[src/ifhp_pkg.sv]
package ifhp_pkg;

    localparam logic [15:0] ETH_IPV4    = 16'd2048;
    localparam logic [7:0]  PROTO_TCP   = 8'd6;
    localparam logic [7:0]  PROTO_UDP   = 8'd17;
    localparam logic [3:0]  IHL_MASK    = 4'hF;
    localparam logic [3:0]  IHL_MIN     = 4'h4 + 4'h1;
    localparam logic [7:0]  ETH_HDR     = 8'd14;
    localparam logic [7:0]  UDP_HDR     = 8'd8;
    localparam logic [7:0]  TCP_MIN_HDR = 8'd20;
    localparam logic [15:0] POS_MAX     = 16'hFFFF;
    localparam logic [15:0] POS_MIN_LAST = 16'd23;

    typedef enum logic [1:0] {
        KIND_OTHER,
        KIND_BAD,
        KIND_FLOW
    } kind_t;

    typedef struct packed {
        logic [15:0] ether_type;
        logic [3:0]  ihl;
        logic [15:0] total_length;
        logic [7:0]  protocol;
        logic [31:0] src_addr;
        logic [31:0] dst_addr;
        logic [15:0] src_port;
        logic [15:0] dst_port;
        logic [31:0] seq_word;
        logic [31:0] ack_word;
        logic [15:0] tlo;
    } capture_t;

    typedef struct packed {
        kind_t       kind;
        logic        tcp;
        logic [3:0]  ihl;
        logic [15:0] total_length;
        logic [31:0] src_addr;
        logic [31:0] dst_addr;
        logic [15:0] src_port;
        logic [15:0] dst_port;
        logic [31:0] seq_word;
        logic [31:0] ack_word;
        logic [15:0] tlo;
    } record_t;

endpackage

[src/ipv4_flow_header_parser.sv]
// IPv4 TCP/UDP five-tuple parser.
// Input channel: one frame byte per request (data_byte, last_byte), starting
// at the Ethernet destination address; in_valid/in_stall handshake.
// Output channel: one result request per frame, produced after the byte that
// carries last_byte; out_valid/out_stall handshake.
// Throughput: one byte per cycle while in_stall is low; producing a result does not hold the input.
// After the last byte is accepted the header is written to the queue, then loaded
// into the output register (raising out_valid) once that register is free.
// A two-entry queue holds finished headers between the byte parser and the
// result stage; in_stall rises only when both entries are taken, i.e. when
// out_stall has held the output register and the queue fills behind it.
// Addresses come out in canonical order, lower address first with its port.
// Reset clears the byte counter, captured fields, queue and output valid.
module ipv4_flow_header_parser (
    input  logic        clk,
    input  logic        rst_n,
    input  logic        in_valid,
    output logic        in_stall,
    input  logic [7:0]  data_byte,
    input  logic        last_byte,
    output logic        out_valid,
    input  logic        out_stall,
    output logic        is_flow,
    output logic        is_tcp,
    output logic [31:0] ip_low,
    output logic [15:0] port_low,
    output logic [31:0] ip_high,
    output logic [15:0] port_high,
    output logic        direction,
    output logic [31:0] seq_num,
    output logic [31:0] ack_num,
    output logic [7:0]  payload_offset,
    output logic [15:0] payload_length,
    output logic        length_bad
);
    import ifhp_pkg::*;

    record_t push_rec;
    record_t head_rec;
    logic    push;
    logic    pop;
    logic    q_full;
    logic    q_valid;

    ifhp_front u_front (
        .clk       (clk),
        .rst_n     (rst_n),
        .in_valid  (in_valid),
        .in_stall  (in_stall),
        .data_byte (data_byte),
        .last_byte (last_byte),
        .q_full    (q_full),
        .push      (push),
        .rec       (push_rec)
    );

    ifhp_queue u_queue (
        .clk      (clk),
        .rst_n    (rst_n),
        .push     (push),
        .push_rec (push_rec),
        .full     (q_full),
        .pop      (pop),
        .q_valid  (q_valid),
        .head_rec (head_rec)
    );

    ifhp_back u_back (
        .clk            (clk),
        .rst_n          (rst_n),
        .q_valid        (q_valid),
        .head_rec       (head_rec),
        .pop            (pop),
        .out_valid      (out_valid),
        .out_stall      (out_stall),
        .is_flow        (is_flow),
        .is_tcp         (is_tcp),
        .ip_low         (ip_low),
        .port_low       (port_low),
        .ip_high        (ip_high),
        .port_high      (port_high),
        .direction      (direction),
        .seq_num        (seq_num),
        .ack_num        (ack_num),
        .payload_offset (payload_offset),
        .payload_length (payload_length),
        .length_bad     (length_bad)
    );

endmodule

[src/ifhp_front.sv]
module ifhp_front (
    input  logic             clk,
    input  logic             rst_n,
    input  logic             in_valid,
    output logic             in_stall,
    input  logic [7:0]       data_byte,
    input  logic             last_byte,
    input  logic             q_full,
    output logic             push,
    output ifhp_pkg::record_t rec
);
    import ifhp_pkg::*;

    logic [15:0] pos_reg;
    logic [15:0] pos_next;
    capture_t    cap_reg;
    capture_t    cap_next;
    capture_t    cap;
    logic        accept;
    logic [7:0]  hdr_end;
    logic [15:0] rel;
    logic [16:0] frame_len;
    logic [7:0]  need;
    logic        is_tcp;
    logic        is_udp;

    assign in_stall = q_full;
    assign accept   = in_valid && !q_full;
    assign push     = accept && last_byte;

    always_comb
    begin
        cap     = cap_reg;
        hdr_end = ETH_HDR + {2'b00, cap_reg.ihl, 2'b00};
        rel     = '0;
        if (pos_reg == 16'd12 || pos_reg == 16'd13)
        begin
            cap.ether_type = {cap_reg.ether_type[7:0], data_byte};
        end
        else if (pos_reg == 16'd14)
        begin
            cap.ihl = data_byte[3:0] & IHL_MASK;
        end
        else if (pos_reg == 16'd16 || pos_reg == 16'd17)
        begin
            cap.total_length = {cap_reg.total_length[7:0], data_byte};
        end
        else if (pos_reg == 16'd23)
        begin
            cap.protocol = data_byte;
        end
        else if (pos_reg >= 16'd26 && pos_reg <= 16'd29)
        begin
            cap.src_addr = {cap_reg.src_addr[23:0], data_byte};
        end
        else if (pos_reg >= 16'd30 && pos_reg <= 16'd33)
        begin
            cap.dst_addr = {cap_reg.dst_addr[23:0], data_byte};
        end

        // transport header sits right after the IP options
        hdr_end = ETH_HDR + {2'b00, cap.ihl, 2'b00};
        if (cap.ihl >= IHL_MIN && pos_reg >= {8'd0, hdr_end})
        begin
            rel = pos_reg - {8'd0, hdr_end};
            if (rel < 16'd2)
            begin
                cap.src_port = {cap_reg.src_port[7:0], data_byte};
            end
            else if (rel < 16'd4)
            begin
                cap.dst_port = {cap_reg.dst_port[7:0], data_byte};
            end
            else if (cap.protocol == PROTO_TCP)
            begin
                if (rel < 16'd8)
                begin
                    cap.seq_word = {cap_reg.seq_word[23:0], data_byte};
                end
                else if (rel < 16'd12)
                begin
                    cap.ack_word = {cap_reg.ack_word[23:0], data_byte};
                end
                else if (rel == 16'd12)
                begin
                    cap.tlo = {8'd0, data_byte};
                end
            end
            else if (cap.protocol == PROTO_UDP)
            begin
                if (rel < 16'd6)
                begin
                    cap.tlo = {cap_reg.tlo[7:0], data_byte};
                end
            end
        end
    end

    // classify the finished frame
    always_comb
    begin
        is_tcp    = (cap.protocol == PROTO_TCP);
        is_udp    = (cap.protocol == PROTO_UDP);
        frame_len = {1'b0, pos_reg} + 17'd1;
        need      = ETH_HDR + {2'b00, cap.ihl, 2'b00} + (is_tcp ? TCP_MIN_HDR : UDP_HDR);
        rec.tcp          = is_tcp;
        rec.ihl          = cap.ihl;
        rec.total_length = cap.total_length;
        rec.src_addr     = cap.src_addr;
        rec.dst_addr     = cap.dst_addr;
        rec.src_port     = cap.src_port;
        rec.dst_port     = cap.dst_port;
        rec.seq_word     = cap.seq_word;
        rec.ack_word     = cap.ack_word;
        rec.tlo          = cap.tlo;
        if (pos_reg < POS_MIN_LAST)
        begin
            rec.kind = KIND_BAD;
        end
        else if (cap.ether_type != ETH_IPV4 || !(is_tcp || is_udp))
        begin
            rec.kind = KIND_OTHER;
        end
        else if (cap.ihl < IHL_MIN || frame_len < {9'd0, need})
        begin
            rec.kind = KIND_BAD;
        end
        else
        begin
            rec.kind = KIND_FLOW;
        end
    end

    always_comb
    begin
        pos_next = pos_reg;
        cap_next = cap_reg;
        if (accept)
        begin
            if (last_byte)
            begin
                pos_next = '0;
                cap_next = '0;
            end
            else
            begin
                cap_next = cap;
                if (pos_reg != POS_MAX)
                begin
                    pos_next = pos_reg + 16'd1;
                end
            end
        end
    end

    always_ff @(posedge clk or negedge rst_n)
    begin
        if (!rst_n)
        begin
            pos_reg <= '0;
            cap_reg <= '0;
        end
        else
        begin
            pos_reg <= pos_next;
            cap_reg <= cap_next;
        end
    end

endmodule

[src/ifhp_queue.sv]
module ifhp_queue (
    input  logic              clk,
    input  logic              rst_n,
    input  logic              push,
    input  ifhp_pkg::record_t push_rec,
    output logic              full,
    input  logic              pop,
    output logic              q_valid,
    output ifhp_pkg::record_t head_rec
);
    import ifhp_pkg::*;

    record_t     slot_reg [2];
    logic        wr_ptr_reg;
    logic        wr_ptr_next;
    logic        rd_ptr_reg;
    logic        rd_ptr_next;
    logic [1:0]  count_reg;
    logic [1:0]  count_next;

    assign full     = (count_reg == 2'd2);
    assign q_valid  = (count_reg != 2'd0);
    assign head_rec = slot_reg[rd_ptr_reg];

    always_comb
    begin
        wr_ptr_next = push ? ~wr_ptr_reg : wr_ptr_reg;
        rd_ptr_next = pop ? ~rd_ptr_reg : rd_ptr_reg;
        count_next  = count_reg + {1'b0, push} - {1'b0, pop};
    end

    always_ff @(posedge clk or negedge rst_n)
    begin
        if (!rst_n)
        begin
            wr_ptr_reg <= 1'b0;
            rd_ptr_reg <= 1'b0;
            count_reg  <= '0;
        end
        else
        begin
            wr_ptr_reg <= wr_ptr_next;
            rd_ptr_reg <= rd_ptr_next;
            count_reg  <= count_next;
        end
    end

    always_ff @(posedge clk)
    begin
        if (push)
        begin
            slot_reg[wr_ptr_reg] <= push_rec;
        end
    end

`ifndef SYNTH
    a_no_overflow: assert property (@(posedge clk) disable iff (!rst_n)
        !(push && full)) else $error("queue push while full");
    a_no_underflow: assert property (@(posedge clk) disable iff (!rst_n)
        !(pop && !q_valid)) else $error("queue pop while empty");
    a_count_range: assert property (@(posedge clk) disable iff (!rst_n)
        count_reg != 2'd3) else $error("queue count out of range");
    a_ptr_match: assert property (@(posedge clk) disable iff (!rst_n)
        (count_reg == 2'd0 || count_reg == 2'd2) |-> (wr_ptr_reg == rd_ptr_reg))
        else $error("queue pointers disagree with count");
`endif

endmodule

[src/ifhp_back.sv]
module ifhp_back (
    input  logic              clk,
    input  logic              rst_n,
    input  logic              q_valid,
    input  ifhp_pkg::record_t head_rec,
    output logic              pop,
    output logic              out_valid,
    input  logic              out_stall,
    output logic              is_flow,
    output logic              is_tcp,
    output logic [31:0]       ip_low,
    output logic [15:0]       port_low,
    output logic [31:0]       ip_high,
    output logic [15:0]       port_high,
    output logic              direction,
    output logic [31:0]       seq_num,
    output logic [31:0]       ack_num,
    output logic [7:0]        payload_offset,
    output logic [15:0]       payload_length,
    output logic              length_bad
);
    import ifhp_pkg::*;

    logic        valid_reg;
    logic        valid_next;
    logic        flow;
    logic        swap;
    logic [7:0]  ip_len;
    logic [7:0]  tcp_len;
    logic [7:0]  hdr_sum;
    logic        neg;
    logic [15:0] plen;

    logic        is_flow_reg;
    logic        is_tcp_reg;
    logic [31:0] ip_low_reg;
    logic [15:0] port_low_reg;
    logic [31:0] ip_high_reg;
    logic [15:0] port_high_reg;
    logic        direction_reg;
    logic [31:0] seq_num_reg;
    logic [31:0] ack_num_reg;
    logic [7:0]  offset_reg;
    logic [15:0] plen_reg;
    logic        bad_reg;

    assign pop        = q_valid && (!valid_reg || !out_stall);
    assign valid_next = pop || (valid_reg && out_stall);

    always_comb
    begin
        flow    = (head_rec.kind == KIND_FLOW);
        swap    = head_rec.src_addr > head_rec.dst_addr;
        ip_len  = {2'b00, head_rec.ihl, 2'b00};
        tcp_len = {2'b00, head_rec.tlo[7:4], 2'b00};
        if (head_rec.tcp)
        begin
            hdr_sum = ip_len + tcp_len;
            neg     = head_rec.total_length < {8'd0, hdr_sum};
            plen    = head_rec.total_length - {8'd0, hdr_sum};
        end
        else
        begin
            hdr_sum = ip_len + UDP_HDR;
            neg     = head_rec.tlo < {8'd0, UDP_HDR};
            plen    = head_rec.tlo - {8'd0, UDP_HDR};
        end
    end

    always_ff @(posedge clk or negedge rst_n)
    begin
        if (!rst_n)
        begin
            valid_reg <= 1'b0;
        end
        else
        begin
            valid_reg <= valid_next;
        end
    end

    always_ff @(posedge clk)
    begin
        if (pop)
        begin
            is_flow_reg   <= flow;
            is_tcp_reg    <= flow && head_rec.tcp;
            ip_low_reg    <= !flow ? '0 : (swap ? head_rec.dst_addr : head_rec.src_addr);
            port_low_reg  <= !flow ? '0 : (swap ? head_rec.dst_port : head_rec.src_port);
            ip_high_reg   <= !flow ? '0 : (swap ? head_rec.src_addr : head_rec.dst_addr);
            port_high_reg <= !flow ? '0 : (swap ? head_rec.src_port : head_rec.dst_port);
            direction_reg <= flow && swap;
            seq_num_reg   <= (flow && head_rec.tcp) ? head_rec.seq_word : '0;
            ack_num_reg   <= (flow && head_rec.tcp) ? head_rec.ack_word : '0;
            offset_reg    <= flow ? (ETH_HDR + hdr_sum) : '0;
            plen_reg      <= (flow && !neg) ? plen : '0;
            bad_reg       <= (head_rec.kind == KIND_BAD) || (flow && neg);
        end
    end

    assign out_valid      = valid_reg;
    assign is_flow        = is_flow_reg;
    assign is_tcp         = is_tcp_reg;
    assign ip_low         = ip_low_reg;
    assign port_low       = port_low_reg;
    assign ip_high        = ip_high_reg;
    assign port_high      = port_high_reg;
    assign direction      = direction_reg;
    assign seq_num        = seq_num_reg;
    assign ack_num        = ack_num_reg;
    assign payload_offset = offset_reg;
    assign payload_length = plen_reg;
    assign length_bad     = bad_reg;

endmodule

[config.mk]
export PLATFORM = sky130hd
export DESIGN_NAME = ipv4_flow_header_parser
export DESIGN_NICKNAME = d
export VERILOG_FILES = /design/src/ifhp_pkg.sv /design/src/ipv4_flow_header_parser.sv /design/src/ifhp_front.sv /design/src/ifhp_queue.sv /design/src/ifhp_back.sv
export SDC_FILE = /design/constraint.sdc
export NUM_CORES = 1
export LEC_CHECK = 0
export BUFFER_PORTS_ARGS = -buffer_cell sky130_fd_sc_hd__buf_2
export CORE_ASPECT_RATIO = 1.75
export CORE_UTILIZATION = 40
export DETAILED_ROUTE_END_ITERATION = 10
export PLACE_DENSITY = 0.59
export REMOVE_ABC_BUFFERS = 1
export SLEW_MARGIN = 20
export SYNTH_ARGS = -nofsm -noshare
export SYNTH_HDL_FRONTEND = slang
export SYNTH_SLANG_ARGS = --single-unit
export TNS_END_PERCENT = 1
[constraint.sdc]
create_clock -name clk -period 26.6 [get_ports clk]
set_input_delay 3.99 -clock clk [delete_from_list [all_inputs] [get_ports clk]]
set_output_delay 3.99 -clock clk [all_outputs]
set_load 0.05 [all_outputs]
==> results.ini <==
[worst_setup_path]
r2r.worst_path.cells = 19
critPathArrivalTime_ns = 8.70
crit_path_start_kind = primary input
worstPathMaxFanout = 96
worstSetupEndpointType = flip-flop
critPathKind = primary input to flip-flop
timing.critical_path.required_ns = 27.01

[yosys]
synthFlopType = edfxtp_1
yosys.area.top_type_share_pct = 47.0
synth_largest_area_cell = edfxtp_1
synth_seq_area_share_pct = 63.2
synth.area.top_cells = edfxtp_1 (47%), dfrtp_1 (16%), mux2_2 (7.3%)
synth_common_cells = edfxtp_1 (585), mux2_2 (242), dfrtp_1 (241), nand2_1 (241), nor2_1 (184)
synth_cell_types = 74
synth_enable_flop_cells = 585
synth_area_per_cell_sq_um = 13.2
syn-cell-area_sq_um = 37400
ys_seq_elements = 826
synth-warning-count = 0
synth_async_sr_flop_share_pct = 29.2
post-synth-top-count-cell = edfxtp_1
syn_inst = 2820

[sta]
number_of_max_slew_violations_in_the_final_report = 0
fmax_mhz = 121
worst_clock_skew_ns = 0.0296
max_slew.worst_pin.slew_ns = 1.12
timing.final.hold_violations = 0
final.setup.worst_slack_ns = 18.31
setup_tns_ns = 0
final.period_utilization_pct = 31.2
min_tclk_post_route_ns = 8.29
slew_headroom_pct = 24.3
finalSetupViolCount = 0
unrepaired_setup_endpoints_after_global_routing = no

[finish]
seqCellArea_sq_um = 23600
antennaDiodeCount = 0
design.final.nets = 3022
largest_register_ffs = 398
final_layout_size_suffix_gt1_share_pct = 21.5
filler_cell_count = 8193
area_delta_synth_final_pct = 12.6
multi_input_area_sq_um = 12900

[power_and_ir_drop]
power_leakage_nw = 16.9
pwr-share-seq_pct = 40.2
power_frac_clock_pct = 27.4
cellInternalPower_mw = 2.60
ir_drop_mv = 0.0782
pwr-share-comb_pct = 32.4
total_power_mw = 4.15
switchingPower_mw = 1.55
powerDensity_nw_per_um2 = 98.6
power_switching_share_pct = 37.3

[clock_network]
cts.repair.resized = 0
cts_tree = yes
clock_path_buffers = 3
cts.sinks = 826
worstSkewPairLatency_ns = 0.66
clock-root-buffer = clkbuf_16
postCtsHoldBufs = 0
tritoncts.num_buffers = 74
post-cts-setup-buffer-count = 0
cts_htree_levels = 3
clkSlewWorstSetupHoldPaths_ns = 0.06

[floorplan]
num_rows = 147
die_width_um = 233
floorplan.die.height_um = 406
floorplan.die_area_sq_um = 94700
core-area_sq_um = 92100
floorplan.initialDensity_pct = 40.5
i_o_pin_cnt = 203

[place]
place_hpwl_um = 57400
gp_congestion = 0.862
worst_case_setup_slack_after_placement_ns = 17.67
io_buffer_count = 201

[global_route]
grt_first_pass_wirelength_um = 139000
grt-ovfl-total = 0
groute.usage.overall_pct = 19.2
first_global_vias = 24000
largest_net_degree_at_the_start_of_global_routing = 97
antenna_violations_before_repair = 0

[detailed_routing]
vias_per_cell = 5.57
dr_total_vias = 23400
routed_wl_um = 90300
ant_nets = 0
drt_first_pass_iters = 5
first_iter_violations = 1586
drc = 0
route.detailed.wl_per_inst_um = 21.5

[worst_hold_path]
holdCritPathClass = flip-flop to flip-flop
hold_depth = 2

[status]
outcome = completed

[job]
max_cap_violation_count = 0

-- cell families (layout without fill, tap and decap cells) --
group                    after synthesis  count (layout)  synth area share [%]
AND/OR/NAND/NOR                      649             649                  7.99
buffers and inverters                244             424                  2.63
multiplexers                         407             407                  11.8
XOR/XNOR                              42              42                  1.00
AO/OA/AOI/OAI                        580             580                  10.9
adder cells (fa/ha/maj)               70              70                  2.42
other                                  2               2                0.0201
flip-flops                           826             826                  63.2
-- area by class of cell --
type / instances / share of cell area [%]
clock buffer: 106 / 4.95
inverter: 39 / 0.348
sequential: 826 / 56.1
clock inverter: 31 / 1.13
multi-input combinational: 1750 / 30.6
tap: 1192 / 3.54
timing repair buffer: 248 / 3.29
-- cells in the final DEF, fill, tap and decap left out, drive strengths merged, types with 13 or more instances in the layout --
cell and instances:
nor3 51, a21oi 110, clkinv 16, a22o 106, xor2 15, ha 66, a21o 50, nand2 241
xnor2 27, o211ai 36, nor4 13, o21ai 104, buf 247, inv 42, a221o 25, mux2 253
nand3 65, nor2 184, dfrtp 241, a22oi 50, edfxtp 585, a211oi 44, nor2b 18, clkbuf 107
mux2i 154
-- layer usage --
metal / global-route usage, % / up-vias / wire length [um]
met1: 22.5 / 11700 / 35700
met5: 0 / - / 0
met2: 34.6 / 626 / 47300
met3: 2.70 / 177 / 4050
li1: - / 10800 / -
met4: 8.21 / 0 / 3230
-- worst max-delay path: stages --
cell and delay, ns:
buf_2 0.57, mux2i_1 0.26, ha_1 0.37, inv_1 0.08
ha_1 0.38, o21ai_0 0.18, o21ai_1 0.28, a21oi_1 0.11
a31oi_1 0.30, o2111ai_1 0.17, o311a_1 0.32, nor4_4 0.33
buf_4 0.80, mux2_2 0.44
-- metrics by stage --
step | hold WS (ns) | std cells | util [%] | instance area, sq um
2_1_floorplan | 0.456 | 2615 | - | 36500
3_3_place_gp | 0.466 | 4053 | 42.8 | 39500
3_5_place_dp | 0.474 | 4053 | 42.8 | 39500
4_1_cts | 0.488 | 4190 | 45.6 | 42000
5_1_grt | 0.521 | 4192 | 45.7 | 42100
6_report | 0.484 | 4192 | 45.7 | 42100
-- power by group through the flow --
stage	Clock (mW)	Sequential, mW	Combinational (mW)
after floorplan	0	2.10	0.637
after global placement	0	1.69	1.33
after detailed placement	0	1.70	1.35
after CTS	1.16	1.67	1.36
after global routing	1.21	1.69	1.44
final	1.14	1.67	1.34
-- path summary, 6_finish.rpt --
| path | endpoint | slack (ns) | from |
|---|---|---|---|
| min in group asynchronous | u_front.cap_reg[199]$_DFFE_PN0P_ | 3.39 | rst_n |
| worst min register to register | u_front.cap_reg[95]$_DFFE_PN0P_ | 0.48 | u_front.cap_reg[95]$_DFFE_PN0P_ |
| worst min-delay path | u_front.cap_reg[95]$_DFFE_PN0P_ | 0.48 | u_front.cap_reg[95]$_DFFE_PN0P_ |
| worst max-delay path | u_queue.slot_reg[0][60]$_DFFE_PP_ | 18.31 | data_byte[1] |
| worst max register to register | u_queue.slot_reg[0][60]$_DFFE_PP_ | 19.80 | u_front.pos_reg[1]$_DFFE_PN0P_ |
| max in group asynchronous | u_front.cap_reg[81]$_DFFE_PN0P_ | 21.79 | rst_n |
Power figures use the tool's default switching activity.
